`config.mk`:
```
export PLATFORM = sky130hd
export DESIGN_NAME = first_fit_heap_allocator
export DESIGN_NICKNAME = d
export VERILOG_FILES = /design/src/rtl/ffha_pkg.sv /design/src/rtl/ffha_ram.sv /design/src/rtl/ffha_front.sv /design/src/rtl/ffha_back.sv /design/src/rtl/first_fit_heap_allocator.sv
export SDC_FILE = /design/constraint.sdc
export NUM_CORES = 2
export LEC_CHECK = 0
export ABC_AREA = 1
export BUFFER_PORTS_ARGS = -buffer_cell sky130_fd_sc_hd__buf_2
export CORE_ASPECT_RATIO = 1.5
export CORE_UTILIZATION = 40
export DETAILED_ROUTE_END_ITERATION = 10
export GPL_ROUTABILITY_DRIVEN = 1
export PLACE_DENSITY = 0.51
export SLEW_MARGIN = 40
export SYNTH_ARGS = -nofsm -noshare
export SYNTH_HDL_FRONTEND = slang
export SYNTH_MEMORY_MAX_BITS = 65536
export SYNTH_SLANG_ARGS = --single-unit
```
`constraint.sdc`:
```
create_clock -name clk_i -period 21.8 [get_ports clk_i]
set_clock_uncertainty 0.05 [all_clocks]
set_input_delay 1.09 -clock clk_i [delete_from_list [all_inputs] [get_ports clk_i]]
set_output_delay 1.09 -clock clk_i [all_outputs]
set_load 0.05 [all_outputs]
```
`src/rtl/ffha_pkg.sv`:
```
`default_nettype none
package ffha_pkg;

  typedef enum logic [1:0] {
    OP_ALLOC   = 2'd0,
    OP_RELEASE = 2'd1,
    OP_INIT    = 2'd2,
    OP_NOP     = 2'd3
  } op_e;

  typedef enum logic [2:0] {
    ST_OK        = 3'd0,
    ST_ZERO_SIZE = 3'd1,
    ST_NO_SPACE  = 3'd2,
    ST_NULL_REL  = 3'd3,
    ST_UNKNOWN   = 3'd4,
    ST_TBL_FULL  = 3'd5
  } status_e;

  typedef enum logic [1:0] {
    CFG_HEAP_START = 2'd0,
    CFG_HEAP_LIMIT = 2'd1
  } cfg_idx_e;

  typedef enum logic [2:0] {
    BK_IDLE,
    BK_SCAN,
    BK_WAIT,
    BK_CHECK,
    BK_BUMP,
    BK_DONE
  } bk_state_e;

  // classified command between front and back
  typedef struct packed {
    op_e         op;
    logic        zero;      // alloc of size 0 or release of null
    logic [32:0] size;      // rounded alloc size, 33 bits
    logic [31:0] addr;
  } cmd_t;

  typedef struct packed {
    logic [31:0] addr;
    status_e     status;
    logic [31:0] used;
  } res_t;

endpackage
`default_nettype wire

```
`src/rtl/ffha_ram.sv`:
```
`default_nettype none
module ffha_ram #(
  parameter int Width = 32,
  parameter int Depth = 64
) (
  input  wire                     clk_i,
  input  wire                     we_i,
  input  wire [$clog2(Depth)-1:0] waddr_i,
  input  wire [Width-1:0]         wdata_i,
  input  wire [$clog2(Depth)-1:0] raddr_i,
  output logic [Width-1:0]        rdata_o
);
  logic [Width-1:0] mem_q [Depth];

  always_ff @(posedge clk_i) begin
    if (we_i) begin
      mem_q[waddr_i] <= wdata_i;
    end
    rdata_o <= mem_q[raddr_i];
  end
endmodule
`default_nettype wire

```
`src/rtl/ffha_front.sv`:
```
`default_nettype none
module ffha_front (
  input  wire                 clk_i,
  input  wire                 rst_ni,
  input  wire                 push,
  output logic                full,
  input  wire [1:0]           opcode_i,
  input  wire [31:0]          request_size_i,
  input  wire [31:0]          release_address_i,
  output logic                cmd_valid_o,
  output ffha_pkg::cmd_t      cmd_o,
  input  wire                 cmd_take_i
);
  import ffha_pkg::*;

  // two-entry queue
  cmd_t        slot_q [2];
  logic        wr_q, rd_q;
  logic [1:0]  cnt_q;
  cmd_t        cls;
  logic [32:0] rnd;
  logic        do_push, do_pop;

  always_comb begin
    rnd       = ({1'b0, request_size_i} + 33'd3) & ~33'd3;
    cls.op    = op_e'(opcode_i);
    cls.size  = rnd;
    cls.addr  = release_address_i;
    cls.zero  = (opcode_i == OP_ALLOC) ? (request_size_i == '0)
                                       : (release_address_i == '0);
  end

  assign full        = (cnt_q == 2'd2);
  assign do_push     = push && !full;
  assign cmd_valid_o = (cnt_q != 2'd0);
  assign do_pop      = cmd_take_i && cmd_valid_o;
  assign cmd_o       = slot_q[rd_q];

  always_ff @(posedge clk_i) begin
    if (do_push) begin
      slot_q[wr_q] <= cls;
    end
  end

  always_ff @(posedge clk_i or negedge rst_ni) begin
    if (!rst_ni) begin
      wr_q  <= 1'b0;
      rd_q  <= 1'b0;
      cnt_q <= 2'd0;
    end else begin
      if (do_push) wr_q <= !wr_q;
      if (do_pop)  rd_q <= !rd_q;
      cnt_q <= cnt_q + 2'(do_push) - 2'(do_pop);
    end
  end
endmodule
`default_nettype wire

```
`src/rtl/ffha_back.sv`:
```
`default_nettype none
module ffha_back #(
  parameter int MaxBlocks   = 64,
  parameter int HeaderBytes = 12
) (
  input  wire             clk_i,
  input  wire             rst_ni,
  input  wire [31:0]      heap_start_i,
  input  wire [31:0]      heap_limit_i,
  input  wire             cmd_valid_i,
  input  ffha_pkg::cmd_t  cmd_i,
  output logic            cmd_take_o,
  output logic            res_valid_o,
  output ffha_pkg::res_t  res_o,
  input  wire             res_take_i
);
  import ffha_pkg::*;

  localparam int Aw = $clog2(MaxBlocks);
  localparam int Cw = Aw + 1;

  bk_state_e   state_q, state_d;
  cmd_t        cmd_q;
  logic [Cw-1:0] count_q, count_d;
  logic [Cw-1:0] idx_q, idx_d;     // entry+1 being looked at
  logic [31:0] brk_q, brk_d;
  logic [31:0] used_q, used_d;
  logic        hit_q, hit_d;
  logic [Aw-1:0] hit_idx_q, hit_idx_d;
  logic [32:0] need_q, need_d;
  res_t        res_q, res_d;
  logic        res_vld_q, res_vld_d;

  logic          we;
  logic [Aw-1:0] waddr, raddr;
  logic [63:0]   wdata, rdata;
  logic          free_we;
  logic [Aw-1:0] free_addr;
  logic          free_wd;
  logic          rd_free;
  logic [Aw-1:0] rd_idx_q;
  logic [31:0]   rd_pay, rd_bytes;
  logic [33:0]   end_sum;
  logic [32:0]   a_start;

  assign rd_pay   = rdata[63:32];
  assign rd_bytes = rdata[31:0];

  ffha_ram #(.Width(64), .Depth(MaxBlocks)) u_tbl (
    .clk_i, .we_i(we), .waddr_i(waddr), .wdata_i(wdata),
    .raddr_i(raddr), .rdata_o(rdata)
  );

  // free flags are written only at valid entries
  ffha_ram #(.Width(1), .Depth(MaxBlocks)) u_free (
    .clk_i, .we_i(free_we), .waddr_i(free_addr), .wdata_i(free_wd),
    .raddr_i(raddr), .rdata_o(rd_free)
  );

  always_ff @(posedge clk_i) begin
    rd_idx_q <= raddr;
  end

  assign raddr      = Aw'(idx_q - Cw'(1));
  assign a_start    = ({1'b0, heap_start_i} + 33'd3) & ~33'd3;
  assign end_sum    = {2'b0, brk_q} + {1'b0, need_q};
  assign cmd_take_o = (state_q == BK_IDLE) && cmd_valid_i && !res_vld_q;
  assign res_valid_o = res_vld_q;
  assign res_o      = res_q;

  always_comb begin
    state_d = state_q;
    unique case (state_q)
      BK_IDLE:  if (cmd_take_o) begin
        if (cmd_i.op == OP_ALLOC && !cmd_i.zero) state_d = BK_SCAN;
        else if (cmd_i.op == OP_RELEASE && !cmd_i.zero) state_d = BK_SCAN;
        else state_d = BK_DONE;
      end
      BK_SCAN:  state_d = (idx_q == '0) ? BK_CHECK : BK_WAIT;
      BK_WAIT:  state_d = BK_CHECK;
      BK_CHECK: begin
        if (hit_d) state_d = BK_DONE;
        else if (idx_q <= Cw'(1)) begin
          state_d = (cmd_q.op == OP_ALLOC) ? BK_BUMP : BK_DONE;
        end else state_d = BK_WAIT;
      end
      BK_BUMP:  state_d = BK_DONE;
      BK_DONE:  state_d = BK_IDLE;
      default:  state_d = BK_IDLE;
    endcase
  end

  always_comb begin
    count_d   = count_q;
    idx_d     = idx_q;
    brk_d     = brk_q;
    used_d    = used_q;
    hit_d     = hit_q;
    hit_idx_d = hit_idx_q;
    need_d    = need_q;
    res_d     = res_q;
    res_vld_d = res_vld_q;
    we        = 1'b0;
    waddr     = Aw'(count_q);
    wdata     = {brk_q + 32'(HeaderBytes), cmd_q.size[31:0]};
    free_we   = 1'b0;
    free_addr = hit_idx_q;
    free_wd   = 1'b0;
    if (res_vld_q && res_take_i) res_vld_d = 1'b0;
    unique case (state_q)
      BK_IDLE: begin
        idx_d  = count_q;
        hit_d  = 1'b0;
        need_d = cmd_i.size + 33'(HeaderBytes);
      end
      BK_SCAN, BK_WAIT: ;
      BK_CHECK: begin
        if (idx_q != '0) begin
          if (cmd_q.op == OP_ALLOC) begin
            if (rd_free && {1'b0, rd_bytes} >= cmd_q.size) hit_d = 1'b1;
          end else if (rd_pay == cmd_q.addr) begin
            hit_d = 1'b1;
          end
          hit_idx_d = rd_idx_q;
          idx_d     = idx_q - Cw'(1);
        end
        res_d.addr   = '0;
        res_d.status = ST_OK;
        if (hit_d) begin
          free_addr = rd_idx_q;
          if (cmd_q.op == OP_ALLOC) begin
            free_we      = 1'b1;
            free_wd      = 1'b0;
            used_d       = used_q + rd_bytes;
            res_d.addr   = rd_pay;
          end else if (!rd_free) begin
            free_we = 1'b1;
            free_wd = 1'b1;
            used_d  = used_q - rd_bytes;
          end
        end else if (cmd_q.op == OP_RELEASE) begin
          res_d.status = ST_UNKNOWN;
        end
      end
      BK_BUMP: begin
        free_addr = Aw'(count_q);
        if (end_sum > {2'b0, heap_limit_i}) begin
          res_d.status = ST_NO_SPACE;
        end else if (count_q >= Cw'(MaxBlocks)) begin
          res_d.status = ST_TBL_FULL;
        end else begin
          we         = 1'b1;
          free_we    = 1'b1;
          free_wd    = 1'b0;
          res_d.addr = brk_q + 32'(HeaderBytes);
          count_d    = count_q + Cw'(1);
          brk_d      = end_sum[31:0];
          used_d     = used_q + cmd_q.size[31:0];
        end
      end
      BK_DONE: begin
        if (cmd_q.op == OP_INIT) begin
          count_d      = '0;
          used_d       = '0;
          brk_d        = a_start[32] ? 32'hFFFF_FFFF : a_start[31:0];
          res_d.addr   = '0;
          res_d.status = ST_OK;
        end else if (cmd_q.op == OP_NOP) begin
          res_d.addr   = '0;
          res_d.status = ST_OK;
        end else if (cmd_q.zero) begin
          res_d.addr   = '0;
          res_d.status = (cmd_q.op == OP_ALLOC) ? ST_ZERO_SIZE : ST_NULL_REL;
        end
        res_d.used = used_d;
        res_vld_d  = 1'b1;
      end
      default: ;
    endcase
  end

  always_ff @(posedge clk_i) begin
    if (cmd_take_o) cmd_q <= cmd_i;
    hit_idx_q <= hit_idx_d;
    need_q    <= need_d;
    res_q     <= res_d;
  end

  always_ff @(posedge clk_i or negedge rst_ni) begin
    if (!rst_ni) begin
      state_q   <= BK_IDLE;
      count_q   <= '0;
      idx_q     <= '0;
      brk_q     <= '0;
      used_q    <= '0;
      hit_q     <= 1'b0;
      res_vld_q <= 1'b0;
    end else begin
      state_q   <= state_d;
      count_q   <= count_d;
      idx_q     <= idx_d;
      brk_q     <= brk_d;
      used_q    <= used_d;
      hit_q     <= hit_d;
      res_vld_q <= res_vld_d;
    end
  end
endmodule
`default_nettype wire

```
`src/rtl/first_fit_heap_allocator.sv`:
```
`default_nettype none
// channel  | handshake            | payload
// input    | push / full          | opcode_i, request_size_i, release_address_i
// result   | empty / pop          | result_address_o, status_o, used_bytes_o
// config   | cfg_we_i             | cfg_index_i, cfg_wdata_i
// Alloc and release walk the table newest first, one entry at a time
// through the registered table read. Init, no-op and rejected requests
// skip the walk and go straight to the result.
// Reset clears counters and pointers; the table needs no clearing.
// A two-entry queue decouples input; the result register holds until popped
// and the back takes no new beat while it is held.
module first_fit_heap_allocator #(
  parameter int MAX_BLOCKS   = 64,
  parameter int HEADER_BYTES = 12
) (
  input  wire        clk_i,
  input  wire        rst_ni,
  input  wire        push,
  output logic       full,
  input  wire [1:0]  opcode_i,
  input  wire [31:0] request_size_i,
  input  wire [31:0] release_address_i,
  output logic       empty,
  input  wire        pop,
  output logic [31:0] result_address_o,
  output logic [2:0]  status_o,
  output logic [31:0] used_bytes_o,
  input  wire        cfg_we_i,
  input  wire [1:0]  cfg_index_i,
  input  wire [31:0] cfg_wdata_i
);
  import ffha_pkg::*;

  logic [31:0] start_q, limit_q;
  logic        cmd_valid, cmd_take, res_valid;
  cmd_t        cmd;
  res_t        res;

  always_ff @(posedge clk_i or negedge rst_ni) begin
    if (!rst_ni) begin
      start_q <= '0;
      limit_q <= '0;
    end else if (cfg_we_i) begin
      if (cfg_index_i == CFG_HEAP_START) start_q <= cfg_wdata_i;
      if (cfg_index_i == CFG_HEAP_LIMIT) limit_q <= cfg_wdata_i;
    end
  end

  ffha_front u_front (
    .clk_i, .rst_ni, .push, .full,
    .opcode_i, .request_size_i, .release_address_i,
    .cmd_valid_o(cmd_valid), .cmd_o(cmd), .cmd_take_i(cmd_take)
  );

  ffha_back #(.MaxBlocks(MAX_BLOCKS), .HeaderBytes(HEADER_BYTES)) u_back (
    .clk_i, .rst_ni,
    .heap_start_i(start_q), .heap_limit_i(limit_q),
    .cmd_valid_i(cmd_valid), .cmd_i(cmd), .cmd_take_o(cmd_take),
    .res_valid_o(res_valid), .res_o(res), .res_take_i(pop)
  );

  assign empty            = !res_valid;
  assign result_address_o = res.addr;
  assign status_o         = res.status;
  assign used_bytes_o     = res.used;
endmodule
`default_nettype wire
```
[Word-level counts from Yosys, hierarchy flattened]
Memories as Yosys holds them, arrays and structs flattened. A register that Yosys moved wholly into a read port is not among the register bits.
Cells that the tools add are included.
Storage, ports and cells
  memories: 3
  memory bits (writable): 4292
  flip-flop bits (word level): 331
  input port bits: 105
  output and inout bits: 69
  word-level logic and storage cells: 163
Memory list
  u_back.u_tbl.mem_q: words 64, bits a word 64, rd ports 1, clocked after Yosys merged registers in 1, wr ports 1, RTL line ffha_ram.sv:13  | logic [Width-1:0] mem_q [Depth];
  u_front.slot_q: words 2, bits a word 66, rd ports 1, clocked after Yosys merged registers in 0, wr ports 1, RTL line ffha_front.sv:17  | cmd_t slot_q [2];
  u_back.u_free.mem_q: words 64, bits a word 1, rd ports 1, clocked after Yosys merged registers in 1, wr ports 1, RTL line ffha_ram.sv:13
Operators by class
  add/subtract/negate cells: 12
  magnitude comparators: 4
  muxes and demuxes: 66
  equality and inequality tests: 21
  reduce and logical (&&, ||, !) cells: 35
Operators by type and width (number)
  32-bit 2-to-1 mux: 14
  35-bit 2-to-1 mux: 3
  35-bit one-hot mux with 3 select lines: 1
  32-bit one-hot mux with 3 select lines: 1
  32-bit by 2-bit adder with 33-bit output (second input constant): 2
  32-bit adder: 2
  32-bit zero test: 2
  32-bit one-hot mux with 2 select lines: 1
  32-bit by 33-bit adder with 34-bit output: 1
  34-bit by 32-bit greater-than comparator with 1-bit output: 1
  33-bit by 4-bit adder with 33-bit output (second input constant): 1
  32-bit by 33-bit >= comparator with 1-bit output: 1
  32-bit by 4-bit adder with 32-bit output (second input constant): 1
  32-bit == test: 1
  32-bit subtractor: 1
  7-bit 2-to-1 mux: 4
  7-bit one-hot mux with 2 select lines: 2
  3-bit 2-to-1 mux: 9
  1-bit 2-to-1 mux: 25
  3-bit one-hot mux with 5 select lines: 1
  6-bit one-hot mux with 2 select lines: 1
  1-bit logical AND: 8
  2-bit zero test: 4
  2-bit AND reduction: 4
  other kinds (28): 47

[Depth between registers and ports, before layout]
  word-level depth: 10
  gate-level depth with buffers: 31
  gate-level depth less buffers: 30

[Hierarchy]
Synthesis repeated with hierarchy kept, for this count alone.
Second synthesis, totals
  cell total of the unflattened synthesis: 17294
  area total of the unflattened synthesis: 196943.9 um^2
Modules (own cells, without submodules)
  ffha_ram at u_back.u_tbl: instances 1, sequential area each 124279.2 um^2, cells an instance 13405, area each 165306.0 um^2
  ffha_back: instances 1, sequential area each 7422.1 um^2, cells an instance 2670, area each 19862.8 um^2
  ffha_front: instances 1, sequential area each 4063.9 um^2, cells an instance 621, area each 6137.1 um^2
  ffha_ram at u_back.u_free: instances 1, sequential area each 1941.9 um^2, cells an instance 314, area each 3045.4 um^2
  first_fit_heap_allocator: instances 1, sequential area each 1601.5 um^2, cells an instance 284, area each 2592.5 um^2

[Worst setup path after synthesis]
No wires, ideal clock.
  kind: register to register
  start: register u_back.state_q[1]
  end: register u_back.cmd_q[0] in the netlist's numbering, enable pin
  setup time: 0.596 ns
  path buffers: 0
  data arrival time: 7.470 ns
  cell stages (with the launch flop): 6
  setup slack: 13.684 ns
  path through: dfrtp_1 -> nor2_1 -> inv_1 -> nor2_1 -> inv_1 -> a211oi_1
Between the ends
  word-level cells in the longest chain between the ends: 3
RTL lines
  start, declared: RTL line ffha_back.sv:22  | bk_state_e state_q, state_d;
  start signal, assigned: RTL line ffha_back.sv:199  | state_q <= state_d;
  3-bit zero test: RTL line ffha_back.sv:67  | assign cmd_take_o = (state_q == BK_IDLE) && cmd_valid_i && !res_vld_q;
  1-bit logical AND (2 in series): RTL line ffha_back.sv:67
  net cmd_take: RTL line first_fit_heap_allocator.sv:35  | logic cmd_valid, cmd_take, res_valid;
  end signal, assigned: RTL line ffha_back.sv:183  | if (cmd_take_o) cmd_q <= cmd_i;
  end, declared: RTL line ffha_back.sv:23  | cmd_t cmd_q;
The timed path passes the listed nets, and every way through them passes these cells.
A chain may end at the register's enable or synchronous reset.

[Worst setup path after layout]
  start: register u_back.brk_q[5]
  end: memory u_back.u_tbl.mem_q[7][58], enable pin
Between the ends
  word-level cells in the longest chain between the ends: 6
RTL lines
  start, declared: RTL line ffha_back.sv:26  | logic [31:0] brk_q, brk_d;
  start signal, assigned: RTL line ffha_back.sv:202  | brk_q <= brk_d;
  32-bit by 33-bit adder with 34-bit output: RTL line ffha_back.sv:66  | assign end_sum = {2'b0, brk_q} + {1'b0, need_q};
  34-bit by 32-bit greater-than comparator with 1-bit output: RTL line ffha_back.sv:147  | if (end_sum > {2'b0, heap_limit_i}) begin
  1-bit 2-to-1 mux: RTL line ffha_back.sv:147
  1-bit 2-to-1 mux: RTL line ffha_back.sv:110  | unique case (state_q)
  1-bit 2-to-1 mux: RTL line ffha_ram.sv:16  | if (we_i) begin
  1-bit 2-to-1 mux (implied by the code): RTL line ffha_ram.sv:17  | mem_q[waddr_i] <= wdata_i;
  end, declared: RTL line ffha_ram.sv:13
Every way passes these cells.

==> flow_summary_export.csv <==
group,metric,value,unit
drt,vias,125000,
logic_synthesis,synth_edf_count,4269,
grt,grt_overflow,0,
drt,drcViolationCount,0,
sta,finalHoldViolCount,0,
power_and_ir_drop,p_leak,68.9,nW
drt,routedWlPerCell,30.3,um
worst_hold_path,min_from,"pop",
final_layout,final_area,208000,sq um
job,maxCapViolations,0,
power_and_ir_drop,power.density,160,nW/um^2
critical_path,rr_startpoint,"u_back.brk_q[5]$_DFFE_PN0P_",
clock_network,cts_tree,"yes",
final_layout,final_core_utilization,0.452,
place,gp_congestion,0.932,
clock_network,clk_path_buf_depth,4,
clock_network,postCtsSetupRepairBufs,0,
final_layout,syn_to_final_growth,12.6,%
sta,finalCritPeriodShare,0.363,
grt,grt_pass1_vias,120000,
logic_synthesis,synth-seq-cells,4487,
logic_synthesis,synthTopCellsByArea,"edfxtp_1, o21ai_0, nor2_1",
final_layout,fillerInstances,42000,
clock_network,clkTransAtPathRegs,0.07,ns
logic_synthesis,synth_common_cells,"edfxtp_1, nor2_1, o21ai_0",
logic_synthesis,async_flop_share,0.0334,
drt,routed_wl,651000,um
status,outcome,"completed",
clock_network,cts_buffers,426,
drt,ant_nets,0,
place,hpwlAfterDp,393000,um
logic_synthesis,postSynthCellCount,14900,
floorplan,die_h,834,um
logic_synthesis,synth.cell_area,184000,sq um
logic_synthesis,yosysWarningCount,0,
final_layout,nets,15200,
worst_hold_path,hold_end,"u_back.res_valid_o$_DFFE_PN0P_",
critical_path,reg2regPathDepth,26,
logic_synthesis,yosysSeqAreaShare,0.723,
critical_path,reg2reg_slack,13.89,ns
critical_path,end_kind,"register",
floorplan,coreArea,459000,sq um
logic_synthesis,synth_fp_nets,15200,
sta,maxSlewHeadroom,0.333,
grt,antenna_found_initial,37,
power_and_ir_drop,irDropWorstVdd,0.000155,V
final_layout,multiInputGateArea,46200,sq um
worst_hold_path,hold_path_class,"input pin to register",
sta,setup-tns-final,0,ns
logic_synthesis,synth.largest_area_cell,"edfxtp_1",
critical_path,crit_arrival,8.45,ns
clock_network,clk_latency,1.02,ns
place,dpl-instance-area,193000,sq um
logic_synthesis,synth_most_common_cell,"edfxtp_1",
final_layout,regArea,133000,sq um
sta,slew_viol_final,0,
sta,worst_pin_slew,1.00,ns
sta,period_needed,7.91,ns
floorplan,dieArea,464000,sq um
logic_synthesis,synth.avg_cell_area,12.4,sq um
drt,drtIter0Drc,13700,
logic_synthesis,yosysTopAreaCellShare,0.695,
grt,grt_start_max_net_pins,156,
floorplan,std_cell_rows,305,
place,port_buffers,173,
floorplan,ioPinCount,174,
drt,vias_per_cell,5.83,
sta,rsz0062_at_grt,"no",
floorplan,die_w,556,um
clock_network,clock_sinks,4487,
sta,setup_viol,0,
sta,timing.fmax,126,MHz
critical_path,critical_path_class,"register to register",
drt,drtPass1Iterations,6,
critical_path,worstPathRequired,22.34,ns
critical_path,reg2reg_to,"u_back.u_tbl.mem_q[7][58]$_DFFE_PP_",
worst_hold_path,min_path_cells,2,
clock_network,post_cts_resized,0,
critical_path,path_max_fanout,34,
critical_path,startpoint_type,"register",
final_layout,layout-drive-gt1-share,0.0972,
grt,grt_pass1_wl,907000,um
logic_synthesis,synthFlopType,"edfxtp_1",
logic_synthesis,ys_types,72,
grt,grt_usage,0.273,
clock_network,cts-root-buf,"clkbuf_16",
clock_network,cts_htree_levels,5,
floorplan,start_util,0.401,
-- kinds of logic (layout without fill, tap and decap cells) --
group,after synthesis,after routing,synth area share
XOR/XNOR,161,161,0.00765
other,0,17,0
multiplexers,39,39,0.00238
adder cells (fa/ha/maj),162,162,0.0111
buffers and inverters,1461,1860,0.0309
AND/OR/NAND/NOR,4065,4065,0.0897
flip-flops,4487,4487,0.723
AO/OA/AOI/OAI,4529,4529,0.135
-- metrics by stage --
stage	hold WS (ns)	setup slack, ns	instances	power [W]
finish	0.217	13.89	21500	0.0332
global route	0.198	13.57	21500	0.0346
CTS	0.195	13.88	21400	0.0332
detailed placement	0.370	13.96	20600	0.0256
global placement	0.365	13.92	20600	0.0255
floorplan	0.358	13.68	14900	0.0192
-- cells in the final DEF, fill, tap and decap left out, drive strengths merged, types with 62 or more instances in the layout --
master	netlist	final
nand3	181	181
dfrtp	150	150
ha	159	159
nor3	71	71
edfxtp	4269	4269
a21oi	189	189
o22ai	1243	1243
o21ai	2899	2899
nand4	62	62
xor2	120	120
nor2	2985	2985
nand2	673	673
clkinv	4	171
inv	517	525
buf	143	549
clkbuf	797	545
dfxtp	68	68
-- worst max-delay path by stage --
stage	startpoint	cells after the start	slack [ns]	to
CTS	u_back.brk_q[2]$_DFFE_PN0P_	24	13.88	u_back.u_tbl.mem_q[7][52]$_DFFE_PP_
detailed placement	u_back.brk_q[2]$_DFFE_PN0P_	24	13.96	u_back.u_tbl.mem_q[7][58]$_DFFE_PP_
global placement	u_back.brk_q[2]$_DFFE_PN0P_	26	13.92	u_back.u_tbl.mem_q[7][4]$_DFFE_PP_
finish	u_back.brk_q[5]$_DFFE_PN0P_	26	13.89	u_back.u_tbl.mem_q[7][58]$_DFFE_PP_
global route	u_back.brk_q[5]$_DFFE_PN0P_	28	13.57	u_back.u_tbl.mem_q[7][52]$_DFFE_PP_
floorplan	u_back.state_q[1]$_DFFE_PN0P_	5	13.68	u_back.cmd_q[0]$_DFFE_PP_
-- worst max-delay path, cell delays in order (launching register included) --
cell     delay (ns)
dfrtp_1        0.41
ha_1           0.36
a21oi_1        0.21
nor2_1         0.06
nor2_1         0.11
o21ai_2        0.12
a21oi_1        0.27
o21ai_0        0.21
a21oi_1        0.45
nor2_1         0.13
nor2_1         0.11
nand2_1        0.07
and2_1         0.14
ha_1           0.27
nand3_1        0.21
a31oi_1        0.07
nor2_1         0.23
nand3_1        0.17
nand2_1        0.10
nand3_1        0.08
nand2_1        0.13
nand4_4        0.45
inv_2          0.36
nand3_1        0.55
nor2_4         0.84
buf_4          0.49
buf_4          0.72
-- sequential cells by signal, indices dropped and copies added, names as in the netlist, named ones only --
| name | count |
|---|---|
| u_back.u_free.mem_q | 64 |
| u_back.u_free.rdata_o | 1 |
| start_q | 32 |
| u_back.hit_idx_q | 6 |
| u_back.cmd_q | 66 |
| u_front.cnt_q | 2 |
| u_back.brk_q | 31 |
| u_back.res_o | 66 |
| u_back.count_q | 7 |
| u_front.slot_q | 132 |
| u_back.u_tbl.mem_q | 3904 |
| u_back.state_q | 3 |
| u_back.res_valid_o | 1 |
| u_front.wr_q | 1 |
| u_front.rd_q | 1 |
| limit_q | 32 |
| u_back.rd_idx_q | 6 |
| u_back.need_q | 31 |
| u_back.u_tbl.rdata_o | 61 |
| u_back.used_q | 30 |
| u_back.hit_q | 1 |
| u_back.idx_q | 7 |
-- power breakdown --
group	leakage [nW]	switching [W]	internal (W)	total, W
clock network	6.87	0.00333	0.00434	0.00767
logic	20.9	0.0110	0.00350	0.0145
registers	41.1	0.000422	0.0107	0.0111
-- cell type report --
type,instances,area share
sequential,4487,0.642
multi-input combinational,8956,0.223
tap,6140,0.0370
antenna,17,0.000205
timing repair buffer,550,0.0208
clock buffer,545,0.0548
inverter,521,0.00968
clock inverter,244,0.0129
-- what timing repair did --
item / in CTS / in global routing
hold buffers: 1 / 0
hold endpoints to repair: 31 / 0
setup endpoints to repair: 0 / 0
-- routing by layer --
| layer | vias to the layer above | routed length [um] | track usage |
|---|---|---|---|
| li1 | 54900 | - | - |
| met1 | 64200 | 251000 | 0.339 |
| met2 | 4997 | 323000 | 0.472 |
| met3 | 1094 | 42600 | 0.0351 |
| met4 | 8 | 34300 | 0.131 |
| met5 | - | 60 | 0 |
Power figures use the tool's default switching activity.
